<file path="src/design/ntws_pkg.sv">
// ---------------------------------------------------------------------------
// ntws_pkg
// Shared constants for the nearest-to-target window select block.
// ---------------------------------------------------------------------------
`default_nettype none

package ntws_pkg;

    // Default window depth and sample width (signed Q8.8 by default)
    localparam int DEF_WINDOW_SIZE  = 10;
    localparam int DEF_SAMPLE_WIDTH = 16;

    // Width of the samples_held result field
    localparam int HELD_W = 4;

    // Configuration port
    localparam int APB_DATA_W = 32;
    localparam int APB_ADDR_W = 3;
    localparam int TOL_W      = 8;

    // Register index of change_tolerance and its reset value (2 sample LSBs, about 0.008 degree in Q8.8)
    localparam logic REG_CHANGE_TOL = 1'b0;
    localparam logic [TOL_W-1:0] TOL_RESET = 8'd2;

endpackage

`default_nettype wire

</file>
<file path="src/design/ntws_cfg.sv">
// ---------------------------------------------------------------------------
// ntws_cfg
// APB register file holding the target change tolerance.
// ---------------------------------------------------------------------------
`default_nettype none

module ntws_cfg (
    input  wire logic                            clk,
    input  wire logic                            rst_n,
    input  wire logic                            psel,
    input  wire logic                            penable,
    input  wire logic                            pwrite,
    input  wire logic [ntws_pkg::APB_ADDR_W-1:0] paddr,
    input  wire logic [ntws_pkg::APB_DATA_W-1:0] pwdata,
    output logic      [ntws_pkg::APB_DATA_W-1:0] prdata,
    output logic                                 pready,
    output logic      [ntws_pkg::TOL_W-1:0]      tolerance
);
    import ntws_pkg::*;

    logic             reg_sel;
    logic             wr_en;
    logic [TOL_W-1:0] tol_reg;
    logic [TOL_W-1:0] tol_next;

    // Word index sits at paddr[2]; only index 0 exists
    assign reg_sel = (paddr[2] == REG_CHANGE_TOL);
    assign pready  = 1'b1;
    assign wr_en   = psel & penable & pwrite & pready & reg_sel;

    always_comb
    begin
        tol_next = tol_reg;
        if (wr_en)
        begin
            tol_next = pwdata[TOL_W-1:0];
        end
    end

    always_ff @(posedge clk or negedge rst_n)
    begin
        if (!rst_n)
        begin
            tol_reg <= TOL_RESET;
        end
        else
        begin
            tol_reg <= tol_next;
        end
    end

    // Read back
    always_comb
    begin
        prdata = '0;
        if (reg_sel)
        begin
            prdata = APB_DATA_W'(tol_reg);
        end
    end

    assign tolerance = tol_reg;

endmodule

`default_nettype wire

</file>
<file path="src/design/nearest_to_target_window_select.sv">
// ---------------------------------------------------------------------------
// nearest_to_target_window_select
// Keeps a ring window of recent temperature samples and returns the held
// sample closest to the target; bypasses and clears on a non-positive target.
// ---------------------------------------------------------------------------
//
//  Channel | Dir | Transaction
//  --------+-----+-------------------------------------------------------------
//  s_*     | in  | tdata = measured, target (signed, SAMPLE_WIDTH each)
//  m_*     | out | tdata = shown_value (SAMPLE_WIDTH), samples_held (4)
//  APB     | in  | change_tolerance at byte address 0
//
//  An item is accepted, then takes one window memory read per held sample
//  (1 to WINDOW_SIZE), then finishes the compare in ST_LAST and loads the
//  output register in ST_RESULT. A bypass item goes straight to ST_RESULT.
//  The single read port of the window memory sets the scan length.
//  Reset clears all control state; window contents need none.
//  A result waiting on m_tready holds the block in its result step.
// ---------------------------------------------------------------------------
`default_nettype none

module nearest_to_target_window_select #(
    parameter int WINDOW_SIZE  = ntws_pkg::DEF_WINDOW_SIZE,
    parameter int SAMPLE_WIDTH = ntws_pkg::DEF_SAMPLE_WIDTH
) (
    input  wire logic                                clk,
    input  wire logic                                rst_n,
    // APB configuration
    input  wire logic                                psel,
    input  wire logic                                penable,
    input  wire logic                                pwrite,
    input  wire logic [ntws_pkg::APB_ADDR_W-1:0]     paddr,
    input  wire logic [ntws_pkg::APB_DATA_W-1:0]     pwdata,
    output logic      [ntws_pkg::APB_DATA_W-1:0]     prdata,
    output logic                                     pready,
    // Input stream
    input  wire logic                                s_tvalid,
    output logic                                     s_tready,
    // s_tdata: measured, target (from bit 0 up), zero padded to bytes
    input  wire logic [((2*SAMPLE_WIDTH+7)/8)*8-1:0] s_tdata,
    // Output stream
    output logic                                     m_tvalid,
    input  wire logic                                m_tready,
    // m_tdata: shown_value, samples_held (from bit 0 up), zero padded to bytes
    output logic [((SAMPLE_WIDTH+ntws_pkg::HELD_W+7)/8)*8-1:0] m_tdata
);
    import ntws_pkg::*;

    localparam int SW     = SAMPLE_WIDTH;
    localparam int OUT_W  = ((SW + HELD_W + 7) / 8) * 8;
    localparam int ADDR_W = (WINDOW_SIZE > 1) ? $clog2(WINDOW_SIZE) : 1;
    localparam int CNT_W  = $clog2(WINDOW_SIZE + 1);

    typedef enum logic [3:0] {
        ST_IDLE   = 4'b0001,
        ST_SCAN   = 4'b0010,
        ST_LAST   = 4'b0100,
        ST_RESULT = 4'b1000
    } state_t;

    // Absolute distance of two samples, one bit wider than a sample
    function automatic logic [SW:0] abs_dist(input logic signed [SW-1:0] a,
                                             input logic signed [SW-1:0] b);
        logic signed [SW:0] d;
        begin
            d = {a[SW-1], a} - {b[SW-1], b};
            abs_dist = d[SW] ? (SW+1)'(-d) : (SW+1)'(d);
        end
    endfunction

    // Configuration register
    logic [TOL_W-1:0] tolerance;

    ntws_cfg u_cfg (
        .clk       (clk),
        .rst_n     (rst_n),
        .psel      (psel),
        .penable   (penable),
        .pwrite    (pwrite),
        .paddr     (paddr),
        .pwdata    (pwdata),
        .prdata    (prdata),
        .pready    (pready),
        .tolerance (tolerance)
    );

    // Control state
    state_t                 state_reg,   state_next;
    logic [ADDR_W-1:0]      slot_reg,    slot_next;
    logic [CNT_W-1:0]       fill_reg,    fill_next;
    logic                   latched_reg, latched_next;
    logic signed [SW-1:0]   last_tgt_reg, last_tgt_next;
    logic [ADDR_W-1:0]      rd_addr_reg, rd_addr_next;
    logic                   rd_vld_reg,  rd_vld_next;
    logic                   rd_first_reg, rd_first_next;
    logic                   out_vld_reg, out_vld_next;

    // Datapath registers
    logic signed [SW-1:0]   tgt_reg;
    logic signed [SW-1:0]   rd_data_reg;
    logic signed [SW-1:0]   best_val_reg;
    logic [SW:0]            best_err_reg;
    logic signed [SW-1:0]   out_val_reg;
    logic [HELD_W-1:0]      out_held_reg;

    // Window memory
    logic signed [SW-1:0]   window_mem [WINDOW_SIZE];

    // Input decode
    logic                   accept;
    logic signed [SW-1:0]   in_meas;
    logic signed [SW-1:0]   in_tgt;
    logic                   bypass;
    logic                   clear_win;
    logic [ADDR_W-1:0]      eff_slot;
    logic [CNT_W-1:0]       eff_fill;
    logic                   mem_wr;
    logic                   out_load;
    logic [SW:0]            scan_err;
    logic                   scan_take;

    assign s_tready = (state_reg == ST_IDLE);
    assign accept   = s_tvalid & s_tready;
    assign in_meas  = s_tdata[SW-1:0];
    assign in_tgt   = s_tdata[2*SW-1:SW];
    assign bypass   = in_tgt[SW-1] | (in_tgt == '0);

    // New or moved target restarts the window
    assign clear_win = !latched_reg ||
                       (abs_dist(in_tgt, last_tgt_reg) > (SW+1)'(tolerance));
    assign eff_slot  = clear_win ? '0 : slot_reg;
    assign eff_fill  = clear_win ? '0 : fill_reg;
    assign mem_wr    = accept & ~bypass;

    assign out_load  = (state_reg == ST_RESULT) && (!out_vld_reg || m_tready);

    // Compare stage on the registered read data
    assign scan_err  = abs_dist(rd_data_reg, tgt_reg);
    assign scan_take = rd_vld_reg && (rd_first_reg || (scan_err < best_err_reg));

    // Next-state logic
    always_comb
    begin
        state_next    = state_reg;
        slot_next     = slot_reg;
        fill_next     = fill_reg;
        latched_next  = latched_reg;
        last_tgt_next = last_tgt_reg;
        rd_addr_next  = rd_addr_reg;
        rd_vld_next   = 1'b0;
        rd_first_next = 1'b0;
        out_vld_next  = out_vld_reg;

        if (m_tvalid && m_tready)
        begin
            out_vld_next = 1'b0;
        end

        case (state_reg)
            ST_IDLE:
            begin
                if (accept)
                begin
                    if (bypass)
                    begin
                        slot_next     = '0;
                        fill_next     = '0;
                        latched_next  = 1'b0;
                        last_tgt_next = '0;
                        state_next    = ST_RESULT;
                    end
                    else
                    begin
                        if (clear_win)
                        begin
                            latched_next  = 1'b1;
                            last_tgt_next = in_tgt;
                        end
                        slot_next = (eff_slot == ADDR_W'(WINDOW_SIZE - 1)) ?
                                    '0 : eff_slot + ADDR_W'(1);
                        fill_next = (eff_fill < CNT_W'(WINDOW_SIZE)) ?
                                    eff_fill + CNT_W'(1) : eff_fill;
                        rd_addr_next = '0;
                        state_next   = ST_SCAN;
                    end
                end
            end
            ST_SCAN:
            begin
                // One read per cycle over the held slots
                rd_vld_next   = 1'b1;
                rd_first_next = (rd_addr_reg == '0);
                if ((CNT_W'(rd_addr_reg) + CNT_W'(1)) == fill_reg)
                begin
                    state_next = ST_LAST;
                end
                else
                begin
                    rd_addr_next = rd_addr_reg + ADDR_W'(1);
                end
            end
            ST_LAST:
            begin
                // Last read data is compared this cycle
                state_next = ST_RESULT;
            end
            ST_RESULT:
            begin
                if (out_load)
                begin
                    out_vld_next = 1'b1;
                    state_next   = ST_IDLE;
                end
            end
            default:
            begin
                state_next = ST_IDLE;
            end
        endcase
    end

    always_ff @(posedge clk or negedge rst_n)
    begin
        if (!rst_n)
        begin
            state_reg    <= ST_IDLE;
            slot_reg     <= '0;
            fill_reg     <= '0;
            latched_reg  <= 1'b0;
            last_tgt_reg <= '0;
            rd_addr_reg  <= '0;
            rd_vld_reg   <= 1'b0;
            rd_first_reg <= 1'b0;
            out_vld_reg  <= 1'b0;
        end
        else
        begin
            state_reg    <= state_next;
            slot_reg     <= slot_next;
            fill_reg     <= fill_next;
            latched_reg  <= latched_next;
            last_tgt_reg <= last_tgt_next;
            rd_addr_reg  <= rd_addr_next;
            rd_vld_reg   <= rd_vld_next;
            rd_first_reg <= rd_first_next;
            out_vld_reg  <= out_vld_next;
        end
    end

    // Window memory: write at accept, registered read during the scan
    always_ff @(posedge clk)
    begin
        if (mem_wr)
        begin
            window_mem[eff_slot] <= in_meas;
        end
        rd_data_reg <= window_mem[rd_addr_reg];
    end

    // Datapath: target capture, running best, output register
    always_ff @(posedge clk)
    begin
        if (accept)
        begin
            tgt_reg <= in_tgt;
            if (bypass)
            begin
                best_val_reg <= in_meas;
            end
        end
        if (scan_take)
        begin
            best_val_reg <= rd_data_reg;
            best_err_reg <= scan_err;
        end
        if (out_load)
        begin
            out_val_reg  <= best_val_reg;
            out_held_reg <= HELD_W'(fill_reg);
        end
    end

    assign m_tvalid = out_vld_reg;
    assign m_tdata  = OUT_W'({out_held_reg, out_val_reg});

    // Checks
    ast_fill_bound: assert property (@(posedge clk) disable iff (!rst_n)
        fill_reg <= CNT_W'(WINDOW_SIZE))
        else $error("fill count exceeds window size");

    ast_idle_no_read: assert property (@(posedge clk) disable iff (!rst_n)
        (state_reg == ST_IDLE) |-> !rd_vld_reg)
        else $error("read data pending while idle");

    ast_out_from_result: assert property (@(posedge clk) disable iff (!rst_n)
        $rose(m_tvalid) |-> $past(state_reg == ST_RESULT))
        else $error("result loaded outside result step");

    ast_accept_scan: assert property (@(posedge clk) disable iff (!rst_n)
        (accept && !bypass) |=> (state_reg == ST_SCAN) && (fill_reg != '0))
        else $error("window item did not start a scan");

endmodule

`default_nettype wire
</file>
<file path="config.mk">
export PLATFORM = sky130hd
export DESIGN_NAME = nearest_to_target_window_select
export DESIGN_NICKNAME = d
export VERILOG_FILES = /design/src/design/ntws_pkg.sv /design/src/design/ntws_cfg.sv /design/src/design/nearest_to_target_window_select.sv
export SDC_FILE = /design/constraint.sdc
export NUM_CORES = 1
export LEC_CHECK = 0
export BUFFER_PORTS_ARGS = -buffer_cell sky130_fd_sc_hd__buf_2
export CAP_MARGIN = 20
export CORE_MARGIN = 3
export CORE_UTILIZATION = 37
export DETAILED_ROUTE_END_ITERATION = 10
export PLACE_DENSITY_LB_ADDON = 0.25
export SLEW_MARGIN = 30
export SYNTH_ARGS = -nofsm -noshare
export SYNTH_HDL_FRONTEND = slang
export SYNTH_SLANG_ARGS = --single-unit
</file>
<file path="constraint.sdc">
create_clock -name clk -period 8.7 [get_ports clk]
set_input_delay 0.87 -clock clk [delete_from_list [all_inputs] [get_ports clk]]
set_output_delay 0.87 -clock clk [all_outputs]
set_load 0.1 [all_outputs]
</file>
==> impl_metrics.env, run 1 <==
export IMPL_outcome="completed"
export IMPL_cts_tree="yes"
export IMPL_yosysSeqAreaShare=0.5740
export IMPL_placedCellCount=1692
export IMPL_htreeDepth=1
export IMPL_end_kind="register"
export IMPL_dr_total_vias=9032
export IMPL_report_final_slew_viol_count=0
export IMPL_fmax_ghz=0.1652
export IMPL_gp_congestion=0.8511
export IMPL_critPathRequiredTime_ps=9010
export IMPL_path_clk_slew_ps=60
export IMPL_cp_startpoint="rd_data_reg[0]$_DFF_P_"
export IMPL_cp_arrival_ps=6370
export IMPL_antenna_found_initial=1
export IMPL_finalCritPeriodShare=0.6957
export IMPL_grt_ovfl_total=0
export IMPL_clkLatencyLatePin_ps=570
export IMPL_drcViolationCount=0
export IMPL_maxSlewHeadroom=0.3910
export IMPL_synth_main_ff_cell="edfxtp_1"
export IMPL_power_leakage_nw=6.138
export IMPL_syn_to_final_growth_pct=14.30
export IMPL_final_instance_count_excl_fill=1750
export IMPL_critPathMaxStageDelay_ps=740
export IMPL_path_common_cell="a21oi_1"
export IMPL_vias_per_cell=5.161
export IMPL_ys_seq_elements=289
export IMPL_cp_max_fo=17
export IMPL_nets=1351
export IMPL_drive_above_1_share=0.2042
export IMPL_numCtsBuffers=31
export IMPL_wire_per_inst_um=18.59
export IMPL_synthSimpleGateAreaFrac=0.1016
export IMPL_postCtsSetupBuffers=0
export IMPL_muxShareOfSynthArea=0.08254
export IMPL_hold_path_class="in2async"
export IMPL_hold_viol_final=0
export IMPL_crit_type="reg2reg"
export IMPL_mostFrequentLayoutCells="edfxtp_1, inv_1, buf_2, ha_1, a21oi_1"
export IMPL_period_needed_ps=6053
export IMPL_synth_top_family_by_area="compound AO/OA/AOI/OAI gates"
export IMPL_worst_slew_pin_slew_ps=911.3
export IMPL_core_area_um2=38110
export IMPL_yosysWarningCount=0
export IMPL_setup_viol=0
export IMPL_wl_mm=32.54
export IMPL_synth_distinct_cells=87
export IMPL_synthAdderAreaFrac=0.05555
export IMPL_ioPinCount=133
export IMPL_async_flop_share=0.1522
export IMPL_port_buffers=77
export IMPL_post_cts_resized=0
export IMPL_grt_pass1_vias=9070
export IMPL_n_antenna_cell=0
export IMPL_cts_num_sinks=289
export IMPL_drtAntennaViolNets=0
export IMPL_die_width_um=203.7
export IMPL_layout_cells_most_common="edfxtp_1"
export IMPL_rsz0062_at_grt="false"
export IMPL_dieArea_um2=41490
export IMPL_grt_use_total=0.1554
export IMPL_syn_area_um2=14460
export IMPL_die_y_um=203.7
export IMPL_grt_pass1_wl_mm=51.11
export IMPL_skew_ps=11.39
export IMPL_grt_max_degree=52
export IMPL_cts_max_path_buffers=3
export IMPL_worstReg2RegStart="rd_data_reg[0]$_DFF_P_"
export IMPL_drt_iter0_drc=538
export IMPL_peakVddDrop_mv=0.1792
export IMPL_slowest_stage="nand2_1"
export IMPL_fin_tns_setup_ps=0
export IMPL_synth_top_area_cell="edfxtp_1"
export IMPL_rows=71
export IMPL_ctsHoldBuffers=0
export IMPL_synth_area_per_cell_um2=12.84
export IMPL_start_kind="register"
export IMPL_drt_pass1_iterations=5
export IMPL_cap_violations=0
export IMPL_synth_edf_count=229
export IMPL_power_density_nw_per_um2=358.9
export IMPL_synth_compound_area_frac=0.1059
export IMPL_cts_root_buf="clkbuf_16"
export IMPL_synthCells=1126
export IMPL_synth_area_top_cells="edfxtp_1, dfrtp_1, ha_1"
export IMPL_post_dp_hpwl_mm=21.78
export IMPL_synth_top_area_frac=0.4755
export IMPL_largest_reg_flops=160
export IMPL_initial_utilization=0.3795
export IMPL_synth_xor_area_share=0.02838
final cells by class:
type	count	area [um^2]
timing repair buffer	103	584.3
inverter	80	300.3
clock buffer	35	820.8
sequential	289	8304
tap	511	639.4
clock inverter	23	294.0
multi-input combinational	709	5587
fill	3543	21580
per-layer routing:
layer / vias to the layer above / part of all wire / track usage
met5: - / 0.00061 / 0
met4: 2 / 0.028 / 0.04597
met3: 56 / 0.044 / 0.02346
met2: 203 / 0.48 / 0.2600
met1: 4402 / 0.45 / 0.2109
li1: 4369 / - / -
worst max-delay path: cells and delay by family (launching register included):
kind / cells / cell delay, ps
AOI/OAI and AO/OA: 15 / 2590
DFF: 1 / 310
adders and majority gates: 3 / 840
and+or+nand+nor: 4 / 990
muxes: 1 / 360
buffers and inverters: 4 / 690
stage by stage:
step                setup slack (ps)  area (um^2)    util  hold slack [ps]  power [mW]
detailed placement              2444        15410  0.4044            404.5       4.558
finish                          2647        16530  0.4337            381.4       5.932
global route                    2054        16530  0.4337            412.3       6.373
CTS                             2558        16530  0.4337            406.5       5.999
global placement                2519        15400  0.4041            406.1       4.502
floorplan                       2281        14560       -            400.3       3.958
worst paths after layout:
path / end / slack, ps / cells after the start
setup / recovery: best_val_reg[7]$_DFFE_PP_ / 2650 / 27
max in group asynchronous: rd_addr_reg[0]$_DFFE_PN0P_ / 7820 / 2
setup reg to reg: best_val_reg[7]$_DFFE_PP_ / 2650 / 27
hold / removal: u_cfg.tolerance[4]$_DFFE_PN0P_ / 380 / 2
min in group clk: out_val_reg[1]$_DFFE_PP_ / 420 / 0
hold reg to reg: out_val_reg[1]$_DFFE_PP_ / 420 / 0
cell families (layout without fill, tap and decap cells):
group	count (synthesis)	after routing
AOI/OAI and AO/OA	228	228
xor gates and xnor gates	46	46
adders and majority gates	63	63
buffers and inverters	155	241
DFF	289	289
muxes	76	76
other	2	29
and+or+nand+nor	267	267
where the power goes:
| group | internal (mW) | switching, mW | leakage [nW] |
|---|---|---|---|
| sequential | 1.77 | 0.127 | 2.78 |
| clock | 0.860 | 0.560 | 0.551 |
| combinational | 1.02 | 1.60 | 2.81 |
| total | 3.65 | 2.28 | 6.14 |
synth_stat cells, drive strengths merged (13+ instances only):
cell    instances
a21oi          60
dfrtp          42
nand2b         13
ha             61
a211oi         22
nor2b          26
inv            78
edfxtp        229
o21ai          55
nor2           45
and2           25
a32oi          15
nand2          52
mux4           32
xor2           18
nand3          19
clkbuf         30
buf            45
nor3           23
mux2           26
mux2i          18
dfxtp          16
xnor2          28
No activity file was read; power rests on OpenSTA's default activity.
==> run 2, diff against run 1 <==
==> constraint.sdc (replaced) <==
create_clock -name clk -period 5.8 [get_ports clk]
set_input_delay 0.58 -clock clk [delete_from_list [all_inputs] [get_ports clk]]
set_output_delay 0.58 -clock clk [all_outputs]
set_load 0.1 [all_outputs]
==> run 2 against run 1 <==
  * Clock skew increased by 13 ps
  * Clock power increased by 53%
  * Core utilization up 0.52 points
  * Critical path depth fell by 1
  * Critical path type unchanged
  * Critical endpoint is now best_val_reg[0]$_DFFE_PP_
  * Largest cell class unchanged
==> impl_metrics.env, run 2 (synthesis results as in run 1) <==
export IMPL_post_dp_hpwl_mm=22.74
export IMPL_rsz0062_at_grt="false"
export IMPL_largest_reg_flops=160
export IMPL_die_y_um=203.7
export IMPL_cts_max_path_buffers=3
export IMPL_cp_max_fo=19
export IMPL_hold_viol_final=0
export IMPL_grt_ovfl_total=0
export IMPL_grt_pass1_wl_mm=51.56
export IMPL_period_needed_ps=5346
export IMPL_multi_input_area_um2=5580
export IMPL_placedCellCount=1710
export IMPL_end_kind="register"
export IMPL_wire_per_inst_um=18.64
export IMPL_initial_utilization=0.3795
export IMPL_dr_total_vias=9117
export IMPL_worst_slew_pin_slew_ps=820.6
export IMPL_path_common_cell="a21oi_1"
export IMPL_holdWs_ps=140.5
export IMPL_hold_path_class="in2async"
export IMPL_final_area_um2=16730
export IMPL_layout_setup_ws_ps=453.8
export IMPL_die_width_um=203.7
export IMPL_critPathRequiredTime_ps=6060
export IMPL_final_core_util=0.4389
export IMPL_vias_per_cell=5.145
export IMPL_cts_root_buf="clkbuf_16"
export IMPL_cap_violations=0
export IMPL_power_leakage_nw=6.234
export IMPL_n_antenna_cell=0
export IMPL_grt_pass1_vias=8889
export IMPL_numCtsBuffers=34
export IMPL_drtAntennaViolNets=0
export IMPL_wl_mm=33.02
export IMPL_critPathMaxStageDelay_ps=400
export IMPL_skew_ps=24.41
export IMPL_setup_viol=0
export IMPL_drt_pass1_iterations=5
export IMPL_cp_arrival_ps=5600
export IMPL_final_instance_count_excl_fill=1772
export IMPL_drive_above_1_share=0.2117
export IMPL_cts_tree="yes"
export IMPL_maxSlewHeadroom=0.4388
export IMPL_peakVddDrop_mv=0.2957
export IMPL_outcome="completed"
export IMPL_clkLatencyLatePin_ps=530
export IMPL_ioPinCount=133
export IMPL_path_clk_slew_ps=60
export IMPL_nets=1372
export IMPL_syn_to_final_growth_pct=15.67
export IMPL_power_density_nw_per_um2=538.8
export IMPL_port_buffers=77
export IMPL_finalCritPeriodShare=0.9218
export IMPL_drt_iter0_drc=588
export IMPL_gp_congestion=0.8615
export IMPL_report_final_slew_viol_count=0
export IMPL_antenna_found_initial=0
export IMPL_layout_cells_most_common="edfxtp_1"
export IMPL_mostFrequentLayoutCells="edfxtp_1, inv_1, buf_2, ha_1, a21oi_1"
export IMPL_drcViolationCount=0
export IMPL_post_dp_cell_area_um2=15570
export IMPL_dieArea_um2=41490
export IMPL_ff_latch_area_um2=8304
export IMPL_place_ws_ps=311.8
export IMPL_fmax_ghz=0.1870
export IMPL_crit_type="reg2reg"
export IMPL_rows=71
export IMPL_start_kind="register"
export IMPL_grt_max_degree=45
export IMPL_htreeDepth=2
export IMPL_core_area_um2=38110
export IMPL_cts_num_sinks=289
export IMPL_n_fill_cell=3445
export IMPL_slowest_stage="fa_1"
export IMPL_grt_use_total=0.1584
-- run 2: changes by cell type in the layout (fill, tap and decap cells not counted), moves of 2 or more --
cell and change:
clkbuf_8 -2, bufinv_16 -2, clkbuf_1 +5, clkinv_1 +2, buf_12 +3, clkbuf_16 +3
nand3_1 +2, clkinv_2 -4, buf_4 +16, clkinv_8 +2, nand3_2 -2
-- run 2: path summary, 6_finish.rpt --
path	end	depth (start not counted)	from	slack (ps)
setup / recovery	best_val_reg[0]$_DFFE_PP_	26	rd_data_reg[0]$_DFF_P_	450
max in group asynchronous	rd_addr_reg[0]$_DFFE_PN0P_	2	rst_n	5160
setup reg to reg	best_val_reg[0]$_DFFE_PP_	26	rd_data_reg[0]$_DFF_P_	450
hold / removal	u_cfg.tolerance[5]$_DFFE_PN0P_	2	rst_n	140
min in group clk	tgt_reg[5]$_DFFE_PP_	1	s_tdata[21]	280
hold reg to reg	out_val_reg[2]$_DFFE_PP_	0	best_val_reg[2]$_DFFE_PP_	410
-- run 2: metrics by stage --
step	TNS [ps]	power [mW]
finish	0	9.013
global route	0	9.660
CTS	0	9.091
detailed placement	0	6.883
global placement	0	6.810
floorplan	-29860	5.937
-- run 2: final cells by class --
type	count	share of cell area
multi-input cells	709	0.3336
repair buffers	121	0.04503
clock buffers	41	0.05303
flip-flops and latches	289	0.4964
clock inverters	21	0.01571
well taps	511	0.03822
inverters	80	0.01795
-- run 2: repair_timing --
item | 4_1_cts | 5_1_grt
endpoints found under the setup margin | 0 | 16
hold buffers | 0 | 0
gates resized for setup | 0 | 2
buffers inserted | 0 | 0
-- run 2: worst max-delay path, delay by kind of cell, from the launching register on --
| family | cells | cell delay [ps] |
|---|---|---|
| muxes | 1 | 380 |
| AOI/OAI and AO/OA | 15 | 2730 |
| DFF | 1 | 330 |
| adders and majority gates | 3 | 840 |
| buffers and inverters | 3 | 330 |
| and+or+nand+nor | 4 | 450 |
-- run 2: per-layer routing --
| layer | GRT usage | share of wire |
|---|---|---|
| met5 | 0 | 0 |
| met4 | 0.05261 | 0.030 |
| met1 | 0.2253 | 0.46 |
| met2 | 0.2511 | 0.46 |
| met3 | 0.02283 | 0.045 |
-- run 2: power by group --
group	leakage, nW	internal [mW]	total, mW	switching, mW
combinational	2.91	1.56	3.95	2.39
sequential	2.78	2.65	2.90	0.246
clock	0.549	1.29	2.17	0.876
total	6.23	5.50	9.01	3.51
==> run 3, diff against run 2 <==
--- a/config.mk
+++ b/config.mk
@@ -7,6 +7,7 @@
 export LEC_CHECK = 0
 export BUFFER_PORTS_ARGS = -buffer_cell sky130_fd_sc_hd__buf_2
 export CAP_MARGIN = 20
+export CORE_ASPECT_RATIO = 1.1
 export CORE_MARGIN = 3
 export CORE_UTILIZATION = 37
 export DETAILED_ROUTE_END_ITERATION = 10
==> run 3 against run 2 <==
  * Combinational power hardly changed
  * Flip-flop and latch count stayed put
  * Setup slack better by 34 ps
  * Routed wire length is 0.64% lower
  * Critical endpoint is now window_mem[5][11]$_DFFE_PP_
  * First-iteration DRC count is 9.9% lower
  * Final area is 0.67% lower
  * Via count is 0.67% higher
  * Clock-buffer cell count is 1 lower
==> impl_metrics.env, run 3 (synthesis results as in run 1) <==
export IMPL_power_leakage_nw=6.186
export IMPL_final_area_um2=16620
export IMPL_n_fill_cell=3526
export IMPL_cp_arrival_ps=5580
export IMPL_placedCellCount=1700
export IMPL_period_needed_ps=5312
export IMPL_fmax_ghz=0.1882
export IMPL_drive_above_1_share=0.2078
export IMPL_htreeDepth=1
export IMPL_cap_violations=0
export IMPL_report_final_slew_viol_count=0
export IMPL_start_kind="register"
export IMPL_grt_pass1_wl_mm=52.00
export IMPL_vias_per_cell=5.224
export IMPL_grt_pass1_vias=9242
export IMPL_mostFrequentLayoutCells="edfxtp_1, inv_1, buf_2, ha_1, a21oi_1"
export IMPL_r2r_end="window_mem[5][11]$_DFFE_PP_"
export IMPL_path_clk_slew_ps=60
export IMPL_worstRegToRegCells=19
export IMPL_power_density_nw_per_um2=531.4
export IMPL_grt_ovfl_total=0
export IMPL_dieArea_um2=41500
export IMPL_largest_reg_flops=160
export IMPL_p_sw_mw=3.426
export IMPL_drt_iter0_drc=530
export IMPL_final_instance_count_excl_fill=1757
export IMPL_peakVddDrop_mv=0.4113
export IMPL_hold_viol_final=0
export IMPL_cts_num_sinks=289
export IMPL_postCtsSetupBuffers=0
export IMPL_combPwrFrac=0.449
export IMPL_wire_per_inst_um=18.68
export IMPL_dr_total_vias=9178
export IMPL_post_dp_cell_area_um2=15570
export IMPL_outcome="completed"
export IMPL_worstReg2RegStart="last_tgt_reg[0]$_DFFE_PN0P_"
export IMPL_drt_pass1_iterations=6
export IMPL_antenna_found_initial=0
export IMPL_nets=1369
export IMPL_critPathRequiredTime_ps=6070
export IMPL_gp_congestion=0.8208
export IMPL_clkLatencyLatePin_ps=580
export IMPL_die_width_um=194.5
export IMPL_core_area_um2=38380
export IMPL_holdWs_ps=115.5
export IMPL_skew_ps=11.63
export IMPL_post_dp_hpwl_mm=22.57
export IMPL_worst_slew_pin_slew_ps=854.2
export IMPL_crit_type="reg2reg"
export IMPL_cp_max_fo=10
export IMPL_hold_path_class="in2async"
export IMPL_grt_max_degree=50
export IMPL_finalCritPeriodShare=0.9159
export IMPL_p_int_mw=5.404
export IMPL_drcViolationCount=0
export IMPL_syn_to_final_growth_pct=14.90
export IMPL_cts_root_buf="clkbuf_16"
export IMPL_wl_mm=32.81
export IMPL_clkPwrFrac=0.228
export IMPL_layout_setup_ws_ps=487.9
export IMPL_drtAntennaViolNets=0
export IMPL_rsz0062_at_grt="false"
export IMPL_maxSlewHeadroom=0.4158
export IMPL_place_ws_ps=185.8
export IMPL_layout_cells_most_common="edfxtp_1"
export IMPL_numCtsBuffers=30
export IMPL_ioPinCount=133
export IMPL_die_y_um=213.4
export IMPL_r2r_slack_ps=490
export IMPL_final_core_util=0.4329
export IMPL_cts_tree="yes"
export IMPL_end_kind="register"
export IMPL_grt_use_total=0.1573
export IMPL_port_buffers=77
export IMPL_rows=75
export IMPL_power_frac_seq=0.323
export IMPL_cts_max_path_buffers=3
export IMPL_setup_viol=0
export IMPL_switching_share=0.3880
export IMPL_initial_utilization=0.3768
run 3: worst max path at each step:
| stage | start | to | slack, ps | cells after the start |
|---|---|---|---|---|
| 6_report | last_tgt_reg[0]$_DFFE_PN0P_ | window_mem[5][11]$_DFFE_PP_ | 490 | 19 |
| 5_1_grt | rd_data_reg[0]$_DFF_P_ | best_val_reg[13]$_DFFE_PP_ | 30 | 26 |
| 4_1_cts | rd_data_reg[0]$_DFF_P_ | best_val_reg[13]$_DFFE_PP_ | 240 | 26 |
| 3_5_place_dp | s_tdata[16] | window_mem[5][9]$_DFFE_PP_ | 190 | 21 |
| 3_3_place_gp | s_tdata[16] | window_mem[5][9]$_DFFE_PP_ | 210 | 21 |
| 2_1_floorplan | s_tdata[16] | window_mem[5][0]$_DFFE_PP_ | -330 | 19 |
run 3: metrics by stage:
stage | total power, mW | TNS (ps)
floorplan | 5.937 | -29860
global placement | 6.813 | 0
detailed placement | 6.879 | 0
CTS | 8.930 | 0
global route | 9.513 | 0
finish | 8.830 | 0
run 3: power groups by stage:
stage	Clock [mW]	Combinational [mW]	Sequential, mW
2_1_floorplan	0	3.03	2.91
3_3_place_gp	0	3.92	2.89
3_5_place_dp	0	3.98	2.90
4_1_cts	2.07	4.00	2.86
5_1_grt	2.15	4.48	2.88
6_report	2.01	3.96	2.85
run 3: cell type report:
cell class                      instances  area [um^2]  share of cell area
Antenna cell                            1        2.502           0.0001506
Clock inverter                         16        236.5             0.01423
Inverter                               80        300.3             0.01807
Multi-Input combinational cell        709         5580              0.3358
Sequential cell                       289         8304              0.4998
Clock buffer                           40        798.3             0.04804
Tap cell                              500        625.6             0.03765
Timing Repair Buffer                  122        768.2             0.04624
run 3: worst max-delay path, stage by stage, from the launching register on:
cell	delay (ps)
dfrtp_1	400
ha_1	210
fa_1	400
and2b_1	310
o211ai_2	170
a21oi_1	200
o311a_1	260
or2_1	320
nor2_1	100
xor2_1	160
ha_1	330
a2111oi_0	430
o21a_1	190
o31ai_1	110
a2111o_1	330
a21oi_2	170
nand4_2	140
buf_12	190
nor4_2	300
buf_4	270
run 3: repair_timing:
item	4_1_cts	5_1_grt
setup endpoints to repair	0	7
hold buffers	0	0
gates resized for setup	0	3
run 3: metal layers:
metal	global-route usage	wire, um	vias to the layer above
met5	0	0	-
met3	0.02090	1487	44
met4	0.04780	793	0
met1	0.2076	14520	4522
li1	-	-	4407
met2	0.2736	16010	205
